$ cat config.mk
export PLATFORM = sky130hd
export DESIGN_NAME = longest_prefix_match_router
export DESIGN_NICKNAME = d
export VERILOG_FILES = /design/src/rtl/core/lpm_pkg.sv /design/src/rtl/core/lpm_ram.sv /design/src/rtl/core/longest_prefix_match_router.sv
export SDC_FILE = /design/constraint.sdc
export NUM_CORES = 2
export LEC_CHECK = 0
export BUFFER_PORTS_ARGS = -buffer_cell sky130_fd_sc_hd__buf_4
export CORE_ASPECT_RATIO = 1.1
export CORE_MARGIN = 10
export CORE_UTILIZATION = 40
export CTS_CLUSTER_SIZE = 40
export DETAILED_ROUTE_END_ITERATION = 16
export HOLD_SLACK_MARGIN = 0.06
export PLACE_DENSITY = 0.67
export SYNTH_ARGS = -nofsm -noshare
export SYNTH_HDL_FRONTEND = slang
export SYNTH_MEMORY_MAX_BITS = 65536
export SYNTH_SLANG_ARGS = --single-unit
$ cat constraint.sdc
create_clock -name clk -period 17.4 [get_ports clk]
set_input_delay 2.61 -clock clk [delete_from_list [all_inputs] [get_ports clk]]
set_output_delay 2.61 -clock clk [all_outputs]
set_load 0.01 [all_outputs]
$ cat src/rtl/core/lpm_pkg.sv
// Shared types, codes and helpers for the longest prefix match router.
package lpm_pkg;

  localparam int TABLE_DEPTH_DEF = 64;
  localparam int NUM_INTERFACES  = 16;
  localparam int ADDR_W          = 32;
  localparam int LEN_W           = 6;
  localparam int IFC_W           = 4;
  localparam int TTL_W           = 8;
  localparam int STATUS_W        = 3;
  localparam int IFC_CMP_W       = 9;
  localparam logic [LEN_W-1:0] MAX_LEN = LEN_W'(ADDR_W);

  typedef enum logic {
    OP_ADD     = 1'b0,
    OP_FORWARD = 1'b1
  } op_t;

  typedef enum logic [STATUS_W-1:0] {
    RT_ADDED     = 3'd0,
    RT_DUPLICATE = 3'd1,
    RT_FULL      = 3'd2,
    RT_FORWARDED = 3'd3,
    RT_EXPIRED   = 3'd4,
    RT_NO_ROUTE  = 3'd5
  } status_t;

  typedef enum logic [1:0] {
    S_IDLE,
    S_SCAN,
    S_DONE
  } state_t;

  typedef struct packed {
    op_t               op;
    logic [ADDR_W-1:0] address;
    logic [LEN_W-1:0]  prefix_len;
    logic              has_next_hop;
    logic [ADDR_W-1:0] gateway;
    logic [IFC_W-1:0]  interface_req;
    logic [TTL_W-1:0]  ttl;
  } in_beat_t;

  typedef struct packed {
    status_t           status;
    logic [IFC_W-1:0]  out_interface;
    logic [ADDR_W-1:0] hop_addr;
    logic [TTL_W-1:0]  new_ttl;
  } out_beat_t;

  // One route table entry as held in the RAM.
  typedef struct packed {
    logic [ADDR_W-1:0] prefix;
    logic [LEN_W-1:0]  len;
    logic              has_hop;
    logic [ADDR_W-1:0] hop;
    logic [IFC_W-1:0]  ifc;
  } route_t;

  // Network mask for a prefix length already limited to 0..32.
  function automatic logic [ADDR_W-1:0] len_mask(input logic [LEN_W-1:0] len);
    logic [ADDR_W-1:0] m;
    if (len == '0) begin
      m = '0;
    end else begin
      m = {ADDR_W{1'b1}} << (MAX_LEN - len);
    end
    return m;
  endfunction

endpackage

$ cat src/rtl/core/lpm_ram.sv
// Generic single-write, single-read RAM with registered read data.
module lpm_ram #(
  parameter int WIDTH = 8,
  parameter int DEPTH = 64
) (
  input  logic                                   clk,
  input  logic                                   wr_en,
  input  logic [((DEPTH > 1) ? $clog2(DEPTH) : 1)-1:0] wr_addr,
  input  logic [WIDTH-1:0]                       wr_data,
  input  logic                                   rd_en,
  input  logic [((DEPTH > 1) ? $clog2(DEPTH) : 1)-1:0] rd_addr,
  output logic [WIDTH-1:0]                       rd_data
);

  logic [WIDTH-1:0] mem_r [DEPTH];
  logic [WIDTH-1:0] rd_data_r;

  always_ff @(posedge clk) begin
    if (wr_en) begin
      mem_r[wr_addr] <= wr_data;
    end
    if (rd_en) begin
      rd_data_r <= mem_r[rd_addr];
    end
  end

  assign rd_data = rd_data_r;

endmodule

$ cat src/rtl/core/longest_prefix_match_router.sv
// Route table and longest prefix match forwarding lookup, top level.
//
// Usage notes:
//  - Input channel (in_valid/in_ready/in_data): one beat per request. op ADD stores
//    a route (prefix, length, optional next hop, interface); op FORWARD looks up a
//    destination and decrements its TTL.
//  - Result channel (out_valid/out_ready/out_data): exactly one beat per request,
//    in request order, carrying status, interface, next hop and new TTL.
//  - Each request walks the stored routes through one RAM read port, one entry per
//    cycle, into one shared mask/compare unit. A new request is taken only once the
//    sequencer is back in idle after loading the previous result, so lookups do not
//    overlap.
//  - in_ready is high only while the sequencer is idle.
//  - The result sits in an output register. A stalled receiver does not block the
//    next lookup; only the final load waits for the register to free up.
//  - Reset (rst_n low, synchronous) empties the table (route count to zero) and
//    drops any pending result. Table RAM contents are not cleared; only entries
//    below the route count are ever read.
module longest_prefix_match_router #(
  parameter int TABLE_DEPTH = lpm_pkg::TABLE_DEPTH_DEF
) (
  input  logic              clk,
  input  logic              rst_n,
  input  logic              in_valid,
  output logic              in_ready,
  input  lpm_pkg::in_beat_t  in_data,
  output logic              out_valid,
  input  logic              out_ready,
  output lpm_pkg::out_beat_t out_data
);

  import lpm_pkg::*;

  localparam int AW = (TABLE_DEPTH > 1) ? $clog2(TABLE_DEPTH) : 1;
  localparam int CW = $clog2(TABLE_DEPTH + 1);
  localparam logic [CW-1:0] FULL_COUNT = CW'(TABLE_DEPTH);

  // Control state
  state_t         state_r, state_nxt;
  logic [CW-1:0]  count_r, count_nxt;     // stored routes
  logic [CW-1:0]  rd_idx_r, rd_idx_nxt;   // next entry to read
  logic           pend_r, pend_nxt;       // read data valid this cycle
  logic           out_valid_r, out_valid_nxt;

  // Per-request working registers
  in_beat_t       item_r, item_nxt;
  logic           dup_r, dup_nxt;
  logic           found_r, found_nxt;
  route_t         best_r, best_nxt;
  out_beat_t      out_data_r, out_data_nxt;

  // Sequencer outputs
  logic           rd_en;
  logic           load_out;
  logic           wr_en;

  // RAM and compare unit
  route_t            entry;
  route_t            new_route;
  logic [LEN_W-1:0]  cmp_len;
  logic [ADDR_W-1:0] cmp_mask;
  logic              prefix_hit;
  logic              dup_hit;
  logic              better;
  out_beat_t         res;

  lpm_ram #(
    .WIDTH ($bits(route_t)),
    .DEPTH (TABLE_DEPTH)
  ) u_table (
    .clk     (clk),
    .wr_en   (wr_en),
    .wr_addr (count_r[AW-1:0]),
    .wr_data (new_route),
    .rd_en   (rd_en),
    .rd_addr (rd_idx_r[AW-1:0]),
    .rd_data (entry)
  );

  always_comb begin
    new_route.prefix  = item_r.address;
    new_route.len     = item_r.prefix_len;
    new_route.has_hop = item_r.has_next_hop;
    new_route.hop     = item_r.gateway;
    new_route.ifc     = item_r.interface_req;
  end

  // Shared compare unit: add checks the request's length against each entry,
  // forward applies each entry's own mask to the destination.
  always_comb begin
    cmp_len    = (item_r.op == OP_ADD) ? item_r.prefix_len : entry.len;
    cmp_mask   = len_mask(cmp_len);
    prefix_hit = ((entry.prefix ^ item_r.address) & cmp_mask) == '0;
    dup_hit    = prefix_hit && (entry.len == item_r.prefix_len);
    // strict greater keeps the earliest route on equal lengths
    better     = prefix_hit && (!found_r || (entry.len > best_r.len));
  end

  // Next state
  always_comb begin
    state_nxt = state_r;
    unique case (state_r)
      S_IDLE: begin
        if (in_valid) begin
          state_nxt = S_SCAN;
        end
      end
      S_SCAN: begin
        if ((rd_idx_r == count_r) && !pend_r) begin
          state_nxt = S_DONE;
        end
      end
      S_DONE: begin
        if (!out_valid_r || out_ready) begin
          state_nxt = S_IDLE;
        end
      end
      default: state_nxt = S_IDLE;
    endcase
  end

  // Sequencer outputs
  always_comb begin
    in_ready = 1'b0;
    rd_en    = 1'b0;
    load_out = 1'b0;
    unique case (state_r)
      S_IDLE: in_ready = 1'b1;
      S_SCAN: rd_en    = (rd_idx_r != count_r);
      S_DONE: load_out = !out_valid_r || out_ready;
      default: ;
    endcase
    wr_en = load_out && (item_r.op == OP_ADD) && !dup_r && (count_r != FULL_COUNT);
  end

  // Result formation
  always_comb begin
    res = '0;
    if (item_r.op == OP_ADD) begin
      if (dup_r) begin
        res.status = RT_DUPLICATE;
      end else if (count_r == FULL_COUNT) begin
        res.status = RT_FULL;
      end else begin
        res.status = RT_ADDED;
      end
    end else if (item_r.ttl <= TTL_W'(1)) begin
      res.status = RT_EXPIRED;
    end else if (!found_r ||
                 (IFC_CMP_W'(best_r.ifc) >= IFC_CMP_W'(NUM_INTERFACES))) begin
      res.status = RT_NO_ROUTE;
    end else begin
      res.status        = RT_FORWARDED;
      res.out_interface = best_r.ifc;
      res.hop_addr      = best_r.has_hop ? best_r.hop : item_r.address;
      res.new_ttl       = item_r.ttl - TTL_W'(1);
    end
  end

  // Datapath next values
  always_comb begin
    item_nxt      = item_r;
    rd_idx_nxt    = rd_idx_r;
    pend_nxt      = rd_en;
    dup_nxt       = dup_r;
    found_nxt     = found_r;
    best_nxt      = best_r;
    count_nxt     = count_r;
    out_valid_nxt = out_valid_r;
    out_data_nxt  = out_data_r;

    if (in_valid && in_ready) begin
      item_nxt = in_data;
      if (in_data.prefix_len > MAX_LEN) begin
        item_nxt.prefix_len = MAX_LEN;
      end
      rd_idx_nxt = '0;
      dup_nxt    = 1'b0;
      found_nxt  = 1'b0;
    end

    if (rd_en) begin
      rd_idx_nxt = rd_idx_r + CW'(1);
    end

    if (pend_r) begin
      if (dup_hit) begin
        dup_nxt = 1'b1;
      end
      if (better) begin
        found_nxt = 1'b1;
        best_nxt  = entry;
      end
    end

    if (wr_en) begin
      count_nxt = count_r + CW'(1);
    end

    if (out_valid_r && out_ready) begin
      out_valid_nxt = 1'b0;
    end
    if (load_out) begin
      out_valid_nxt = 1'b1;
      out_data_nxt  = res;
    end
  end

  always_ff @(posedge clk) begin
    if (!rst_n) begin
      state_r     <= S_IDLE;
      count_r     <= '0;
      rd_idx_r    <= '0;
      pend_r      <= 1'b0;
      out_valid_r <= 1'b0;
    end else begin
      state_r     <= state_nxt;
      count_r     <= count_nxt;
      rd_idx_r    <= rd_idx_nxt;
      pend_r      <= pend_nxt;
      out_valid_r <= out_valid_nxt;
    end
  end

  always_ff @(posedge clk) begin
    item_r     <= item_nxt;
    dup_r      <= dup_nxt;
    found_r    <= found_nxt;
    best_r     <= best_nxt;
    out_data_r <= out_data_nxt;
  end

  assign out_valid = out_valid_r;
  assign out_data  = out_data_r;

endmodule

==> qor.csv <==
stage;metric;value;unit
placed_design;postPlaceCellArea;0.202;mm2
clock_tree;clkLatencyLatePin;1060;ps
synthesis;yosys_register_bits;5069;
clock_tree;worst_setup_hold_path_clk_slew;60;ps
drt;wl_per_cell;34.0;um
worst_hold_path;worst_hold_path_type;reg -> reg;
floorplanning;die_h;746;um
synthesis;synth_enable_flop_cells;5049;
timing;fin_skew;95.2;ps
drt;route.vias.total;87000;
drt;drc;0;
synthesis;synth.top_cell.area_share;79.1;%
floorplanning;die_width;680;um
synthesis;synth_cell_type_count;55;
worst_hold_path;hold_start;u_table.rd_data[2];
synthesis;post_synth_inst_count;7445;
timing;grt_setup_unrepaired;false;
synthesis;synth_top_family_by_area;multiplexers;
setup_path;cp_cell_sequence;buf_4, nand2b_1, nor2b_4, and3_1, and2_1, nand2_1, nor2_4, buf_4, buf_4;
floorplanning;fp.coreArea;0.477;mm2
worst_hold_path;holdPathStages;0;
layout;drive_above_1_share;32.8;%
floorplanning;initial_core_util;40.2;%
grt;groute.usage.overall;19.3;%
placed_design;io_buffers;136;
setup_path;crit-reg2reg-launch;rd_idx_r[0];
timing;final_period_minus_worst_setup_slack;6320;ps
timing;worst_slack;11080;ps
grt;grt_start_max_net_pins;116;
power_and_ir_drop;power.density_cell_area;112;mW/mm2
floorplanning;fp.dieArea;0.507;mm2
clock_tree;cts.htree.levels;5;
clock_tree;clockRootBuffer;sky130_fd_sc_hd__clkbuf_16;
setup_path;critPathMaxStageDelay;1090;ps
timing;final_hold_vio_count;0;
placed_design;dp_cells;13800;
grt;globalRouteOverflowTotal;0;
setup_path;timing_worst_setup_path_type;in -> reg;
power_and_ir_drop;worst_ir_drop_vdd;0.0907;mV
job;max_cap_violations;0;
placed_design;gp_congestion;0.817;
power_and_ir_drop;leakage;64.2;nW
floorplanning;row_count;266;
placed_design;dpl_worst_slack;10060;ps
layout;finish.utilization;45.6;%
drt;drt_pass1_iterations;5;
clock_tree;cts-resized-gates;0;
setup_path;worst_path_most_repeated_cell;sky130_fd_sc_hd__buf_4;
setup_path;timing.critical_path.slowest_stage_cell;sky130_fd_sc_hd__nor2_4;
setup_path;end_kind;register;
drt;drt_wl_total;501000;um
clock_tree;clkSinkCount;5069;
clock_tree;tritoncts.num_buffers;484;
drt;drt-vias-per-instance;5.91;
drt;drtIter0Drc;11800;
synthesis;post_synth_instance_area;0.192;mm2
setup_path;worst_ep_arrival_time;6990;ps
setup_path;r2r_end;u_table.rd_data[9];
synthesis;syn-mean-instance-area;25.7;um2
synthesis;top_cell_type_by_total_area_after_synthesis;sky130_fd_sc_hd__edfxtp_1;
setup_path;worst-r2r-setup-slack;11510;ps
setup_path;crit_path_max_fanout;28;
grt;antenna_found_initial;52;
timing;setup-tns-final;0;ps
synthesis;post_synth_and_or_nand_nor_area_fraction;0.541;%
placed_design;place.detailed.hpwl;287000;um
synthesis;synth_ff_type;sky130_fd_sc_hd__edfxtp_1;
clock_tree;tritoncts_clock_tree;built;
setup_path;reg2reg_depth;7;
clock_tree;post_cts.repair.setup_buffers;0;
timing;setup-violations-final;0;
clock_tree;cts_hold_repair.buffers;0;
synthesis;synth_async_sr_flop_share;0;%
layout;layout.filler_cells;38500;
layout;final-instance-count-excl-fill;14700;
timing;measured_slew_at_the_worst_slew_check_pin;1400;ps
setup_path;required;18070;ps
worst_hold_path;hold_end;best_r[2];
status;status;completed;
grt;grt_first_pass_wirelength;701000;um
layout;nets;8079;
drt;detail-route-antenna-nets;0;
timing;timing.fmax;158;MHz
synthesis;synth.mux.area_fraction;18.7;%
clock_tree;max-clock-path-buffers;4;
synthesis;yosys.area_share.xor_xnor;0.274;%
synthesis;synth-warning-count;0;
grt;first_global_vias;88100;
synthesis;compound_cell_area_share_of_the_yosys_netlist;0.187;%
layout;area_growth;13.4;%
synthesis;synth_nets;7548;
synthesis;synth_top_cells_by_area;sky130_fd_sc_hd__edfxtp_1, sky130_fd_sc_hd__mux4_2, sky130_fd_sc_hd__clkbuf_1;
timing;timing_max_transition_violations_final;0;
floorplanning;num_io_pins;137;
timing;maxSlewHeadroom;6.32;%
synthesis;yosysSeqAreaShare;79.3;%
layout;design_area;0.217;mm2
timing;finalCritPeriodShare;36.3;%
setup_path;start_kind;input port;
synthesis;post_synth_fa_ha_maj_area_fraction;0.104;%
-- area by class of cell --
| cell class | instances | area (um2) | share of cell area (%) |
|---|---|---|---|
| clock inverters | 318 | 3030 | 1.39 |
| flip-flops and latches | 5069 | 152000 | 69.9 |
| well taps | 6298 | 7880 | 3.62 |
| diodes | 47 | 118 | 0.0541 |
| repair buffers | 423 | 3250 | 1.49 |
| clock buffers | 580 | 12500 | 5.77 |
| multi-input cells | 1976 | 38500 | 17.7 |
| inverters | 22 | 92.6 | 0.0426 |
-- registers in the layout, indices dropped and copies added, names as in the netlist --
| name | count |
|---|---|
| u_table.mem_r | 4800 |
| item_r | 84 |
| u_table.rd_data | 75 |
| out_data | 47 |
| best_r | 43 |
| count_r | 7 |
| rd_idx_r | 7 |
| state_r | 2 |
| dup_r | 1 |
| found_r | 1 |
| out_valid | 1 |
| pend_r | 1 |
-- how the worst max path moves through the flow --
stage | from | endpoint | slack [ps] | cells past startpoint
after floorplan | out_ready | u_table.mem_r[7][0] | 7620 | 8
after global placement | out_ready | u_table.mem_r[12][29] | 10110 | 9
final | out_ready | u_table.mem_r[12][30] | 11080 | 9
after CTS | out_ready | u_table.mem_r[12][30] | 11220 | 9
after detailed placement | out_ready | u_table.mem_r[12][32] | 10060 | 9
after global routing | rd_idx_r[0] | u_table.rd_data[9] | 10960 | 7
-- Yosys cell counts (all sizes together) (2+ instances only) --
cell type and n:
a21oi 14, a22oi 2, a31oi 2, a32o 2
a41oi 2, and2 2, and3 4, buf 173
clkbuf 205, dfxtp 20, edfxtp 5049, ha 15
inv 21, mux2 2, mux2i 37, mux4 1575
nand2 32, nand2b 6, nand3 10, nand3b 2
nand4 3, nand4b 2, nor2 140, nor2b 8
nor3 8, nor3b 4, nor4 7, o2111ai 3
o211ai 2, o21a 3, o21ai 9, o22ai 2
o2bb2ai 2, o31a 2, or3 3, or3b 2
xnor2 27, xor2 32
-- worst max-delay path, delay by kind of cell --
kind / cells / cell delay [ps]
buffers and inverters: 3 / 1320
and+or+nand+nor: 6 / 2990
-- layout by cell type, fill, tap and decap left out, types with 8 or more instances in the layout --
master	Yosys	final
sky130_fd_sc_hd__mux4_2	1575	1575
sky130_fd_sc_hd__clkbuf_1	205	93
sky130_fd_sc_hd__nor2_4	0	64
sky130_fd_sc_hd__clkinvlp_4	0	11
sky130_fd_sc_hd__clkinv_16	0	15
sky130_fd_sc_hd__bufinv_16	0	41
sky130_fd_sc_hd__xor2_1	31	31
sky130_fd_sc_hd__dfxtp_1	20	14
sky130_fd_sc_hd__mux2i_1	37	36
sky130_fd_sc_hd__inv_6	0	8
sky130_fd_sc_hd__diode_2	0	47
sky130_fd_sc_hd__clkinv_4	0	9
sky130_fd_sc_hd__xnor2_1	27	27
sky130_fd_sc_hd__ha_1	15	15
sky130_fd_sc_hd__buf_4	9	417
sky130_fd_sc_hd__nor3_1	8	8
sky130_fd_sc_hd__nand2_1	32	32
sky130_fd_sc_hd__clkinv_1	1	134
sky130_fd_sc_hd__clkbuf_16	0	487
sky130_fd_sc_hd__clkinv_2	0	93
sky130_fd_sc_hd__inv_1	20	18
sky130_fd_sc_hd__edfxtp_1	5049	5049
sky130_fd_sc_hd__o21ai_0	9	9
sky130_fd_sc_hd__nand3_1	10	9
sky130_fd_sc_hd__nor2_1	140	76
sky130_fd_sc_hd__a21oi_1	14	14
-- per-layer routing --
layer	track usage (%)	up-vias	wire, um
met1	25.3	47700	183000
met2	32.0	4859	250000
met5	0	-	170
met4	7.10	26	19800
met3	4.13	771	48300
li1	-	33700	-
-- through the flow --
step           hold slack (ps)  total power [W]
6_report                   411           0.0244
5_1_grt                    408           0.0251
4_1_cts                    405           0.0246
3_5_place_dp               405           0.0144
3_3_place_gp               403           0.0143
2_1_floorplan              400           0.0141
-- report_power, final --
| part | total [W] | switching (W) | internal (W) |
|---|---|---|---|
| Combinational | 0.000538 | 0.000426 | 0.000113 |
| Clock | 0.0103 | 0.00459 | 0.00576 |
| Sequential | 0.0136 | 0.0000209 | 0.0135 |
| Total | 0.0244 | 0.00503 | 0.0194 |
-- kinds of logic (layout without fill, tap and decap cells) --
family,after synthesis,count (layout)
simple gates,235,235
compound gates,52,52
other cells,0,47
fa+ha+maj,16,16
flops,5069,5069
buf+inv,400,1343
xor+xnor,59,59
mux,1614,1614
Power figures use the tool's default switching activity.
